==> src/design/wsmb_pkg.sv <==
// Shared types and constants for the windowed step median bound block.
package wsmb_pkg;

  localparam int STEP_W     = 12;
  localparam int BOUND_W    = 13;
  localparam int MS_W       = 3;
  localparam int MJ_W       = 8;
  localparam int PCT_W      = 7;
  localparam int CFG_IDX_W  = 2;
  localparam int CFG_DATA_W = 8;

  localparam logic [CFG_IDX_W-1:0] CFG_MIN_SAMPLES    = 2'd0;
  localparam logic [CFG_IDX_W-1:0] CFG_MIN_JITTER     = 2'd1;
  localparam logic [CFG_IDX_W-1:0] CFG_JITTER_PERCENT = 2'd2;

  localparam logic [MS_W-1:0]  MIN_SAMPLES_RST    = 3'd3;
  localparam logic [MJ_W-1:0]  MIN_JITTER_RST     = 8'd4;
  localparam logic [PCT_W-1:0] JITTER_PERCENT_RST = 7'd5;

  // Ceiling of x/100 is floor((x + 99) * RECIP >> SHIFT); exact for x below 2^20.
  localparam int PROD_W   = STEP_W + PCT_W;
  localparam int SUM_W    = PROD_W + 1;
  localparam int RECIP_W  = 20;
  localparam int DIV_SHIFT = 26;
  localparam int FULL_W   = SUM_W + RECIP_W;
  localparam int QUOT_W   = FULL_W - DIV_SHIFT;
  localparam logic [SUM_W-1:0]   ROUND_UP  = 20'd99;
  localparam logic [RECIP_W-1:0] DIV_RECIP = 20'd671089;
  localparam logic [BOUND_W-1:0] BOUND_MAX = 13'd8191;

  typedef struct packed {
    logic              push;
    logic [STEP_W-1:0] step;
  } win_push_t;

  typedef struct packed {
    logic              start;
    logic [STEP_W-1:0] median;
    logic [STEP_W-1:0] lo;
    logic [STEP_W-1:0] hi;
  } jit_req_t;

  typedef struct packed {
    logic               done;
    logic               ok;
    logic [BOUND_W-1:0] bound;
  } jit_res_t;

endpackage

==> src/design/windowed_step_median_bound_core.sv <==
// Top level of the windowed step median bound block: sequencer, rank loop and result register.
//
// Each input item carries one step (step_delta_i) on the in_valid_i / in_ready_o channel. A
// nonzero step enters a first-in, first-out window of WINDOW entries, dropping the oldest when
// full; a zero step only queries. Each item gives exactly one result on out_valid_o /
// out_ready_i: bound_valid_o and upper_bound_o (zero when no bound is given).
// The median, minimum and maximum come from a rank loop: for each of the n stored steps one
// comparator counts the entries ranked below it over one read port of the window. A
// three-stage multiply unit then forms the jitter and the bound. When the window is empty or
// holds fewer than min_samples steps, the rank loop and multiply unit are skipped. in_ready_o
// is high only while the sequencer is idle, so one item is in work at a time. The result
// register holds a finished item while the receiver stalls; the next item is accepted
// meanwhile and waits in its final state until the register is free. Reset empties the window
// and loads the register defaults (min_samples 3, min_jitter 4, jitter_percent 5).
// Configuration is to be written only while idle; the block itself does not enforce this.
module windowed_step_median_bound_core import wsmb_pkg::*; #(
  parameter int WINDOW = 5
) (
  input  logic                  clk_i,
  input  logic                  rst_ni,
  input  logic                  cfg_we_i,
  input  logic [CFG_IDX_W-1:0]  cfg_idx_i,
  input  logic [CFG_DATA_W-1:0] cfg_data_i,
  input  logic                  in_valid_i,
  output logic                  in_ready_o,
  input  logic [STEP_W-1:0]     step_delta_i,
  output logic                  out_valid_o,
  input  logic                  out_ready_i,
  output logic                  bound_valid_o,
  output logic [BOUND_W-1:0]    upper_bound_o
);

  localparam int IdxW = (WINDOW > 1) ? $clog2(WINDOW) : 1;
  localparam int CntW = $clog2(WINDOW + 1);
  localparam int CmpW = (CntW > MS_W) ? CntW : MS_W;

  localparam logic [2:0] ST_IDLE = 3'd0;
  localparam logic [2:0] ST_CHK  = 3'd1;
  localparam logic [2:0] ST_LOAD = 3'd2;
  localparam logic [2:0] ST_CMP  = 3'd3;
  localparam logic [2:0] ST_JIT  = 3'd4;
  localparam logic [2:0] ST_WAIT = 3'd5;
  localparam logic [2:0] ST_OUT  = 3'd6;

  logic [2:0]         state_q, state_d;
  logic [MS_W-1:0]    min_samples_q;
  logic [MJ_W-1:0]    min_jitter_q;
  logic [PCT_W-1:0]   jitter_percent_q;

  logic [IdxW-1:0]    p_q, p_d, j_q, j_d, rank_q, rank_d;
  logic [STEP_W-1:0]  cand_q, cand_d, lo_q, lo_d, hi_q, hi_d, med_q, med_d;
  logic               res_ok_q, res_ok_d;
  logic [BOUND_W-1:0] res_bound_q, res_bound_d;
  logic               out_valid_q, out_valid_d;
  logic               out_ok_q;
  logic [BOUND_W-1:0] out_bound_q;

  win_push_t          push;
  jit_req_t           jreq;
  jit_res_t           jres;
  logic [IdxW-1:0]    rd_idx;
  logic [STEP_W-1:0]  rd_data;
  logic [CntW-1:0]    count, cnt_m1, cnt_half;
  logic [IdxW-1:0]    last_idx, med_idx, rank_fin;
  logic               in_fire, below, slot_free, load_out;

  assign in_ready_o = (state_q == ST_IDLE);
  assign in_fire    = in_valid_i && in_ready_o;

  assign push.push = in_fire && (step_delta_i != '0);
  assign push.step = step_delta_i;

  assign rd_idx = (state_q == ST_LOAD) ? p_q : j_q;

  wsmb_window #(
    .WINDOW (WINDOW)
  ) u_window (
    .clk_i     (clk_i),
    .rst_ni    (rst_ni),
    .push_i    (push),
    .rd_idx_i  (rd_idx),
    .rd_data_o (rd_data),
    .count_o   (count)
  );

  assign jreq.start  = (state_q == ST_JIT);
  assign jreq.median = med_q;
  assign jreq.lo     = lo_q;
  assign jreq.hi     = hi_q;

  wsmb_jitter u_jitter (
    .clk_i            (clk_i),
    .rst_ni           (rst_ni),
    .req_i            (jreq),
    .min_jitter_i     (min_jitter_q),
    .jitter_percent_i (jitter_percent_q),
    .res_o            (jres)
  );

  assign cnt_m1   = count - CntW'(1);
  assign cnt_half = count >> 1;
  assign last_idx = cnt_m1[IdxW-1:0];
  assign med_idx  = cnt_half[IdxW-1:0];

  // Ties are ranked by window position, so the ranks always form a permutation.
  assign below    = (rd_data < cand_q) || ((rd_data == cand_q) && (j_q < p_q));
  assign rank_fin = rank_q + IdxW'(below);

  assign slot_free = !out_valid_q || out_ready_i;
  assign load_out  = (state_q == ST_OUT) && slot_free;

  always_comb begin
    state_d     = state_q;
    p_d         = p_q;
    j_d         = j_q;
    rank_d      = rank_q;
    cand_d      = cand_q;
    lo_d        = lo_q;
    hi_d        = hi_q;
    med_d       = med_q;
    res_ok_d    = res_ok_q;
    res_bound_d = res_bound_q;
    case (state_q)
      ST_IDLE: begin
        if (in_fire) begin
          state_d = ST_CHK;
        end
      end
      ST_CHK: begin
        if ((count == '0) || (CmpW'(count) < CmpW'(min_samples_q))) begin
          res_ok_d    = 1'b0;
          res_bound_d = '0;
          state_d     = ST_OUT;
        end else begin
          p_d     = '0;
          state_d = ST_LOAD;
        end
      end
      ST_LOAD: begin
        cand_d  = rd_data;
        j_d     = '0;
        rank_d  = '0;
        state_d = ST_CMP;
      end
      ST_CMP: begin
        rank_d = rank_fin;
        if (j_q == last_idx) begin
          if (rank_fin == '0) begin
            lo_d = cand_q;
          end
          if (rank_fin == last_idx) begin
            hi_d = cand_q;
          end
          if (rank_fin == med_idx) begin
            med_d = cand_q;
          end
          if (p_q == last_idx) begin
            state_d = ST_JIT;
          end else begin
            p_d     = p_q + IdxW'(1);
            state_d = ST_LOAD;
          end
        end else begin
          j_d = j_q + IdxW'(1);
        end
      end
      ST_JIT: begin
        state_d = ST_WAIT;
      end
      ST_WAIT: begin
        if (jres.done) begin
          res_ok_d    = jres.ok;
          res_bound_d = jres.bound;
          state_d     = ST_OUT;
        end
      end
      ST_OUT: begin
        if (slot_free) begin
          state_d = ST_IDLE;
        end
      end
      default: begin
        state_d = ST_IDLE;
      end
    endcase
  end

  always_comb begin
    out_valid_d = out_valid_q;
    if (load_out) begin
      out_valid_d = 1'b1;
    end else if (out_ready_i) begin
      out_valid_d = 1'b0;
    end
  end

  always_ff @(posedge clk_i or negedge rst_ni) begin
    if (!rst_ni) begin
      state_q          <= ST_IDLE;
      out_valid_q      <= 1'b0;
      min_samples_q    <= MIN_SAMPLES_RST;
      min_jitter_q     <= MIN_JITTER_RST;
      jitter_percent_q <= JITTER_PERCENT_RST;
    end else begin
      state_q     <= state_d;
      out_valid_q <= out_valid_d;
      if (cfg_we_i) begin
        case (cfg_idx_i)
          CFG_MIN_SAMPLES:    min_samples_q    <= cfg_data_i[MS_W-1:0];
          CFG_MIN_JITTER:     min_jitter_q     <= cfg_data_i[MJ_W-1:0];
          CFG_JITTER_PERCENT: jitter_percent_q <= cfg_data_i[PCT_W-1:0];
          default: begin
          end
        endcase
      end
    end
  end

  always_ff @(posedge clk_i) begin
    p_q         <= p_d;
    j_q         <= j_d;
    rank_q      <= rank_d;
    cand_q      <= cand_d;
    lo_q        <= lo_d;
    hi_q        <= hi_d;
    med_q       <= med_d;
    res_ok_q    <= res_ok_d;
    res_bound_q <= res_bound_d;
    if (load_out) begin
      out_ok_q    <= res_ok_q;
      out_bound_q <= res_bound_q;
    end
  end

  assign out_valid_o   = out_valid_q;
  assign bound_valid_o = out_ok_q;
  assign upper_bound_o = out_bound_q;

endmodule

==> src/design/wsmb_window.sv <==
// Step window: first-in, first-out register store with one read port.
module wsmb_window import wsmb_pkg::*; #(
  parameter int WINDOW = 5
) (
  input  logic                              clk_i,
  input  logic                              rst_ni,
  input  win_push_t                         push_i,
  input  logic [((WINDOW > 1) ? $clog2(WINDOW) : 1)-1:0] rd_idx_i,
  output logic [STEP_W-1:0]                 rd_data_o,
  output logic [$clog2(WINDOW+1)-1:0]       count_o
);

  localparam int IdxW = (WINDOW > 1) ? $clog2(WINDOW) : 1;
  localparam int CntW = $clog2(WINDOW + 1);

  logic [STEP_W-1:0] win_q [WINDOW];
  logic [CntW-1:0]   count_q, count_d;
  logic              full;

  assign full = (count_q == CntW'(WINDOW));

  always_comb begin
    count_d = count_q;
    if (push_i.push && !full) begin
      count_d = count_q + CntW'(1);
    end
  end

  always_ff @(posedge clk_i or negedge rst_ni) begin
    if (!rst_ni) begin
      count_q <= '0;
    end else begin
      count_q <= count_d;
    end
  end

  // When full, every entry moves one place toward the head and the new step enters at the tail.
  always_ff @(posedge clk_i) begin
    if (push_i.push) begin
      if (full) begin
        for (int k = 0; k < WINDOW - 1; k++) begin
          win_q[k] <= win_q[k+1];
        end
        win_q[WINDOW-1] <= push_i.step;
      end else begin
        win_q[count_q[IdxW-1:0]] <= push_i.step;
      end
    end
  end

  assign rd_data_o = win_q[rd_idx_i];
  assign count_o   = count_q;

endmodule

==> src/design/wsmb_jitter.sv <==
// Jitter and bound unit: percent of median, ceiling divide by 100, minimum-jitter floor, spread check, saturation.
module wsmb_jitter import wsmb_pkg::*; (
  input  logic             clk_i,
  input  logic             rst_ni,
  input  jit_req_t         req_i,
  input  logic [MJ_W-1:0]  min_jitter_i,
  input  logic [PCT_W-1:0] jitter_percent_i,
  output jit_res_t         res_o
);

  logic               v1_q, v2_q, done_q;
  logic [PROD_W-1:0]  prod_q;
  logic [FULL_W-1:0]  full_q;
  logic [STEP_W-1:0]  lo1_q, hi1_q, lo2_q, hi2_q;
  logic               ok_q;
  logic [BOUND_W-1:0] bound_q;

  logic [SUM_W-1:0]   rounded;
  logic [QUOT_W-1:0]  pj, jitter;
  logic [STEP_W-1:0]  spread;
  logic [QUOT_W:0]    sum;
  logic               ok_d;
  logic [BOUND_W-1:0] bound_d;

  assign rounded = SUM_W'(prod_q) + ROUND_UP;
  assign pj      = full_q[FULL_W-1:DIV_SHIFT];

  always_comb begin
    jitter  = (pj > QUOT_W'(min_jitter_i)) ? pj : QUOT_W'(min_jitter_i);
    spread  = hi2_q - lo2_q;
    ok_d    = (QUOT_W'(spread) <= jitter);
    sum     = (QUOT_W + 1)'(hi2_q) + (QUOT_W + 1)'(jitter);
    bound_d = (sum > (QUOT_W + 1)'(BOUND_MAX)) ? BOUND_MAX : sum[BOUND_W-1:0];
    if (!ok_d) begin
      bound_d = '0;
    end
  end

  always_ff @(posedge clk_i or negedge rst_ni) begin
    if (!rst_ni) begin
      v1_q   <= 1'b0;
      v2_q   <= 1'b0;
      done_q <= 1'b0;
    end else begin
      v1_q   <= req_i.start;
      v2_q   <= v1_q;
      done_q <= v2_q;
    end
  end

  always_ff @(posedge clk_i) begin
    if (req_i.start) begin
      prod_q <= PROD_W'(req_i.median) * PROD_W'(jitter_percent_i);
      lo1_q  <= req_i.lo;
      hi1_q  <= req_i.hi;
    end
    if (v1_q) begin
      full_q <= FULL_W'(rounded) * FULL_W'(DIV_RECIP);
      lo2_q  <= lo1_q;
      hi2_q  <= hi1_q;
    end
    if (v2_q) begin
      ok_q    <= ok_d;
      bound_q <= bound_d;
    end
  end

  assign res_o.done  = done_q;
  assign res_o.ok    = ok_q;
  assign res_o.bound = bound_q;

endmodule

==> config.mk <==
export PLATFORM = sky130hd
export DESIGN_NAME = windowed_step_median_bound_core
export DESIGN_NICKNAME = d
export VERILOG_FILES = /design/src/design/wsmb_pkg.sv /design/src/design/windowed_step_median_bound_core.sv /design/src/design/wsmb_window.sv /design/src/design/wsmb_jitter.sv
export SDC_FILE = /design/constraint.sdc
export NUM_CORES = 1
export LEC_CHECK = 0
export BUFFER_PORTS_ARGS = -buffer_cell sky130_fd_sc_hd__buf_2
export CAP_MARGIN = 20
export CORE_MARGIN = 3
export CORE_UTILIZATION = 45
export CTS_CLUSTER_DIAMETER = 40
export DETAILED_ROUTE_END_ITERATION = 7
export SYNTH_ARGS = -nofsm -noshare
export SYNTH_HDL_FRONTEND = slang
export SYNTH_SLANG_ARGS = --single-unit
==> constraint.sdc <==
create_clock -name clk_i -period 10.7 [get_ports clk_i]
set_input_delay 2.14 -clock clk_i [delete_from_list [all_inputs] [get_ports clk_i]]
set_output_delay 2.14 -clock clk_i [all_outputs]
set_load 0.1 [all_outputs]
==> impl_results.md, run 1 <==
* CP Class: reg2reg
* Synth Net Count at around 2500
* CP Capture Type: flip-flop
* CP Launch Type: flip-flop
* Worst-case clock buffer depth at 3
* Critical Path RT at around 11 ns
* Share of cells above drive strength 1 at 0.1390
* Hold Vio Cnt, Final at 0
* Antenna violations before repair at 0
* Num CTS Buffers at 48
* Main synth FF type: edfxtp_1
* Worst path max stage delay at 0.55 ns
* Max frequency at 118.1 MHz
* Max_slew headroom at 0.3677
* Post-synthesis cell count at 1969
* CTS resizes at 0
* Max cap viols at 0
* DIE HEIGHT at 235.3 um
* Syn Area/Cell at about 12 um^2
* Io pins at 43
* Critical path arrival at roughly 9 ns
* Min-Delay Path Class: reg2reg
* Clock skew at about 0.022 ns
* CTS Sinks at 304
* Worst Path Max Fanout at 5
* Main area contributors after synthesis: edfxtp_1, ha_1, fa_1
* Dpl hpwl at about 39 mm
* Die Wd at 235.3 um
* Vias per cell at a little over 5
* Drt wl/cell at 17.72 um
* Starting DRT DRC Count at 717
* RSZ-0062 raised after global routing: no
* Leading area contributor after synthesis: edfxtp_1
* Ant. Diodes at 0
* Min Tclk post-route at roughly 8.5 ns
* Worst Slack Setup Final at between 2 and 2.5 ns
* Cell row count at between 80 and 90
* Root buffer cell: clkbuf_16
* Commonest non-fill, non-tap cell in the layout: inv_1
* Initial core utilization at 0.4583
* First-pass GRT wire length at about 80 mm
* Worst-Margin Slew at 0.9465 ns
* CTS tree: done
* Fin Setup TNS at 0 ns
* Die area at 55360 um^2
* Most frequent cells in the layout: inv_1, ha_1, edfxtp_1
* CTS Hold Bufs at 0
* Global Route Usage Sum at 0.1797
* Final ANT Viol Nets at 0
* Slew Limit Fails at 0
* Tcrit/Tclk final at 0.7910
* Cell with the largest stage delay on the worst path: fa_1
* Clock latency on the worst-skew pair at 0.57 ns
* Setup slack at placement at ~2.3 ns
* Fin util at 0.5140
* Filler Cells Inserted at 4461
* Share of the synthesized area in the top cell type at 0.3503
* Port Buffers at between 40 and 50
* Vias in the first global route at approximately 15000
* DRC violations left at 0
* Ys Warns at 0
* Drt pass-1 iters at 5
* Area of the multi-input gates at about 13000 um^2
* Synth unique cells at 64
* Mapped Area at ~24000 um^2
* Post-CTS Setup Bufs at 0
* Yosys reg bits at slightly above 300
* Largest net degree at the start of global routing at 45
* Final WL at slightly below 50 mm
* Number of synthesized flops with an enable pin at around 280
* Grt total ovfl at 0
* Register Area at between 8000 and 9000 um^2
* Status: finished clean
* Final net count at between 2000 and 3000
* Depth of the CTS H-tree at 2
* Routability cong. at ~0.90
* Vias at ~14000
* Sequential area share after synthesis at 0.3802
* Async S/R FF share, synth at 0.09211
* Core Area at 51610 um^2
* Reg clk slew, reported paths at about 0.05 ns
* Layout area overhead at 12.14%
* Final setup vio count at 0
==> routing by layer <==
layer	track usage	wire, um
met5	0	0
met4	0.04240	892
met3	0.02987	2150
met2	0.3034	23740
met1	0.2439	22250
==> path summary, 6_finish.rpt <==
check	depth (start not counted)	end	slack [ns]	start
min reg2reg	0	u_jitter.hi2_q[9]$_DFFE_PP_	0.41	u_jitter.hi1_q[9]$_DFFE_PP_
min	0	u_jitter.hi2_q[9]$_DFFE_PP_	0.41	u_jitter.hi1_q[9]$_DFFE_PP_
max	28	u_jitter.full_q[39]$_DFFE_PP_	2.24	u_jitter.prod_q[0]$_DFFE_PP_
max reg2reg	28	u_jitter.full_q[39]$_DFFE_PP_	2.24	u_jitter.prod_q[0]$_DFFE_PP_
max in group asynchronous	1	jitter_percent_q[3]$_DFFE_PN0P_	8.56	rst_ni
min in group asynchronous	1	out_valid_o$_DFFE_PN0P_	1.64	rst_ni
==> worst max-delay path, delay by kind of cell, from the launching register on <==
kind,cells,cell delay [ns]
flip-flops,1,0.44
adder cells (fa/ha/maj),9,4.04
AO/OA/AOI/OAI,7,1.73
XOR/XNOR,2,0.51
buffers and inverters,6,0.64
AND/OR/NAND/NOR,4,0.84
==> cells in the mapped netlist (2+ instances only) <==
library cell,count
clkbuf_1,26
dfrtp_1,23
nand3_1,20
a21o_2,2
dfstp_2,5
mux2i_1,12
nand3b_1,4
nor2b_1,10
fa_1,185
nand4_1,10
mux4_2,24
and3_1,25
o211ai_1,2
or2_2,8
nor2_1,61
buf_1,4
nor3b_1,4
o41ai_1,3
edfxtp_1,276
o21ai_0,40
a21boi_0,3
o31ai_1,2
a31oi_1,5
buf_4,3
a211oi_1,5
nor3_1,22
nand2b_1,10
xor2_1,34
nand2_1,99
nor4_1,7
ha_1,317
xnor2_1,68
a21oi_1,66
or3_1,3
mux2_2,84
and2_1,39
o21a_1,10
o21bai_1,6
inv_1,389
o2111ai_1,2
a21o_1,28
==> sequential cells by signal (all words and copies together), names as in the netlist, 7 cells and up <==
signal,cells
u_jitter.full_q,14
u_jitter.bound_q,13
cand_q,12
u_jitter.lo1_q,12
u_jitter.lo2_q,12
upper_bound_o,13
u_jitter.prod_q,19
med_q,12
hi_q,12
jitter_percent_q,7
u_jitter.hi1_q,12
res_bound_q,13
u_jitter.hi2_q,12
min_jitter_q,8
lo_q,12
u_window.win_q,96
==> cell type report <==
class,count,share of cell area
flip-flops and latches,304,0.3391
clock buffers,49,0.04622
clock inverters,40,0.01995
well taps,680,0.03207
repair buffers,62,0.01349
inverters,390,0.05518
multi-input cells,1242,0.4940
==> stage by stage <==
step / std cells / area, um^2 / hold WS, ns
global placement: 2677 / 24770 / 0.4042
finish: 2767 / 26530 / 0.4137
CTS: 2766 / 26520 / 0.4106
global route: 2767 / 26530 / 0.4219
detailed placement: 2677 / 24770 / 0.4045
floorplan: 1969 / 23660 / 0.4003
==> cell families (layout without fill, tap and decap cells) <==
| family | count (synthesis) | count (layout) | synth area share |
|---|---|---|---|
| buf+inv | 423 | 541 | 0.06759 |
| simple gates | 326 | 326 | 0.06839 |
| flops | 304 | 304 | 0.3802 |
| compound gates | 190 | 190 | 0.05204 |
| mux | 120 | 120 | 0.06791 |
| xor+xnor | 104 | 104 | 0.03962 |
| fa+ha+maj | 502 | 502 | 0.3242 |
Power of run 1 is not shown: default switching activity piles up to over one toggle a cycle in this logic, so the estimate is an artifact.
==> inputs of run 2 (changes only) <==
ABC_AREA = 1   (was unset)
clock period = 7.91 ns   (was 10.7 ns; I/O delays follow)
==> run 2 against run 1 <==
Net effect:
- die area up 6.9%
- fmax up 16%
- cell area increased by 5.4%
- critical path depth down 1
- cell count rose by 29%
- area after synthesis up 7.1%
- synthesized cell count increased by 38%
- critical endpoint is now u_jitter.full_q[37]$_DFFE_PP_
==> impl_results.md, run 2 <==
* Status: finished clean
* Dpl hpwl at 48.29 mm
* Number of cells on the worst hold path at 0
* Share of cells above drive strength 1 at 0.07008
* First-pass GRT wire length at approximately 98 mm
* CP Capture Type: flip-flop
* Vias at 18050
* Global Route Usage Sum at 0.2057
* Worst Path Max Fanout at 7
* CTS tree: done
* Drt pass-1 iters at 7
* Commonest non-fill, non-tap cell in the layout: inv_1
* Min Tclk post-route at 7.276 ns
* DRC violations left at 0
* Share of the synthesized area in the top cell type at 0.3271
* Core Area at between 50000 and 60000 um^2
* Metal-1 WL at roughly 28 mm
* Io pins at 43
* Highest metal used: met4
* Starting DRT DRC Count at ~1200
* Register Area at approximately 9000 um^2
* Critical Path RT at 8.21 ns
* Ant. Diodes at 0
* Final setup vio count at 0
* Worst-case clock buffer depth at 3
* Max cap viols at 0
* Fin Setup TNS at 0 ns
* Final net count at ~3300
* Most common cell in the netlist: inv_1
* R2R cell count at 27
* Main area contributors after synthesis: edfxtp_1, ha_1, fa_1
* Clock skew at approximately 0.019 ns
* Most flops, register: u_window.win_q
* CTS Sinks at about 300
* CP Class: reg2reg
* Sequential area share after synthesis at 0.3550
* Most frequent cells in the layout: inv_1, nand2_1, ha_1
* Filler Cells Inserted at roughly 5200
* Synth unique cells at 56
* Port Buffers at 42
* Syn Area/Cell at ~9.3 um^2
* Final ANT Viol Nets at 0
* Routability cong. at around 0.94
* Min-Delay Path Class: reg2reg
* Vias per cell at about 5.1
* Top flop regs: u_window.win_q: 96 flops, u_jitter.prod_q: 19 flops, u_jitter.full_q: 14 flops
* Initial core utilization at 0.4573
* Final WL at about 60 mm
* Tcrit/Tclk final at 0.9199
* Number of synthesized flops with an enable pin at 276
* Min-delay src: res_bound_q[9]$_SDFFCE_PN0P_
* RSZ-0062 raised after global routing: no
* Most frequent cells after synthesis: inv_1, nand2_1, ha_1, edfxtp_1, nor2_1
* Synth Net Count at between 3000 and 4000
* Root buffer cell: clkbuf_16
* Worst-Margin Slew at ~0.96 ns
* Drt wl/cell at between 15 and 20 um
* Main synth FF type: edfxtp_1
* Cell row count at 86
* Reg clk slew, reported paths at approximately 0.060 ns
* Mapped Area at approximately 25000 um^2
* Max_slew headroom at 0.3601
* Met3 routed WL at about 3.1 mm
* Vias in the first global route at 18710
* Slew Limit Fails at 0
* Num CTS Buffers at 43
* Largest register FFs at 96
* Max frequency at between 100 and 150 MHz
* Yosys reg bits at 304
* Ys Warns at 0
* Reg-to-Reg Start: u_jitter.prod_q[1]$_DFFE_PP_
* Hold Vio Cnt, Final at 0
* Layout area overhead at 10.33%
* Die area at 59190 um^2
* Largest net degree at the start of global routing at 50
* Reg-to-Reg End: u_jitter.full_q[37]$_DFFE_PP_
* DIE HEIGHT at approximately 240 um
* Area of the multi-input gates at 13940 um^2
* Hold EP: upper_bound_o[9]$_DFFE_PP_
* CP Launch Type: flip-flop
* Async S/R FF share, synth at 0.09211
* Critical path arrival at between 7 and 8 ns
* Met2 wire length at 27.00 mm
* Clock latency on the worst-skew pair at 0.56 ns
* Depth of the CTS H-tree at 2
* Antenna violations before repair at 0
* FF-to-FF setup slack at between 0.6 and 0.7 ns
* Grt total ovfl at 0
* Leading area contributor after synthesis: edfxtp_1
* Post-synthesis cell count at approximately 2700
* Die Wd at roughly 240 um
-- run 2: metal layers --
layer  vias up  track usage
met2       376       0.3314
met1      8732       0.2930
met4         0      0.04763
li1       8853            -
met5         -            0
met3        87      0.03313
-- run 2: layout make-up --
type / count / area share
multi-input cells: 1777 / 0.4985
flip-flops and latches: 304 / 0.3217
inverters: 591 / 0.07944
clock buffers: 46 / 0.03889
well taps: 748 / 0.03348
clock inverters: 34 / 0.01575
repair buffers: 59 / 0.01222
-- run 2: critical path, stage by stage (launching register included) --
cell and delay, ns:
edfxtp_1 0.44, inv_1 0.12, ha_1 0.15, a21o_1 0.16
nand3_2 0.11, nand3_4 0.13, nand2_4 0.11, nor2_4 0.15
nand2_1 0.08, xor2_1 0.53, inv_1 0.35, ha_1 0.43
fa_1 0.51, fa_1 0.54, fa_1 0.46, fa_1 0.54
fa_1 0.50, ha_1 0.31, ha_1 0.36, nand2_1 0.12
nor2_1 0.20, nand3_1 0.12, nor2_1 0.11, nand2_1 0.06
nand2_1 0.17, nand2_1 0.11, nand3_1 0.08, nand2_1 0.07
-- run 2: worst max path at each step --
| stage | from | to | slack, ns | cells after the start |
|---|---|---|---|---|
| after floorplan | u_jitter.prod_q[0]$_DFFE_PP_ | u_jitter.full_q[30]$_DFFE_PP_ | 1.26 | 30 |
| after global placement | u_jitter.prod_q[0]$_DFFE_PP_ | u_jitter.full_q[36]$_DFFE_PP_ | 0.59 | 30 |
| after detailed placement | u_jitter.prod_q[0]$_DFFE_PP_ | u_jitter.full_q[36]$_DFFE_PP_ | 0.52 | 30 |
| after CTS | u_jitter.prod_q[0]$_DFFE_PP_ | u_jitter.full_q[36]$_DFFE_PP_ | 0.49 | 30 |
| after global routing | u_jitter.prod_q[1]$_DFFE_PP_ | u_jitter.full_q[36]$_DFFE_PP_ | 0.06 | 27 |
| final | u_jitter.prod_q[1]$_DFFE_PP_ | u_jitter.full_q[37]$_DFFE_PP_ | 0.63 | 27 |
-- run 2: cells by family (layout without fill, tap and decap cells) --
logic type      after synthesis  after routing  synth area share
simple gates                874            874            0.1457
buf+inv                     635            730           0.09564
fa+ha+maj                   502            502            0.3027
compound gates              315            315           0.06814
flops                       304            304            0.3550
xor+xnor                     86             86           0.03284
-- run 2: what timing repair did --
action,in CTS,in global routing
hold buffers,0,0
buffers inserted,0,0
endpoints found under the setup margin,0,2
gates resized for setup,0,1
-- run 2: per-stage QoR --
stage                     hold slack (ns)  worst slack, ns    util  instances  cell area [um^2]
after floorplan                    0.4003            1.256       -       2716             25340
after global routing               0.4224          0.06409  0.5045       3559             27960
after CTS                          0.4171           0.4948  0.5044       3559             27950
after global placement             0.4001           0.5896  0.4766       3478             26410
final                              0.4153           0.6339  0.5045       3559             27960
after detailed placement           0.4045           0.5188  0.4768       3479             26420
Power of run 2 is left out for the same reason.
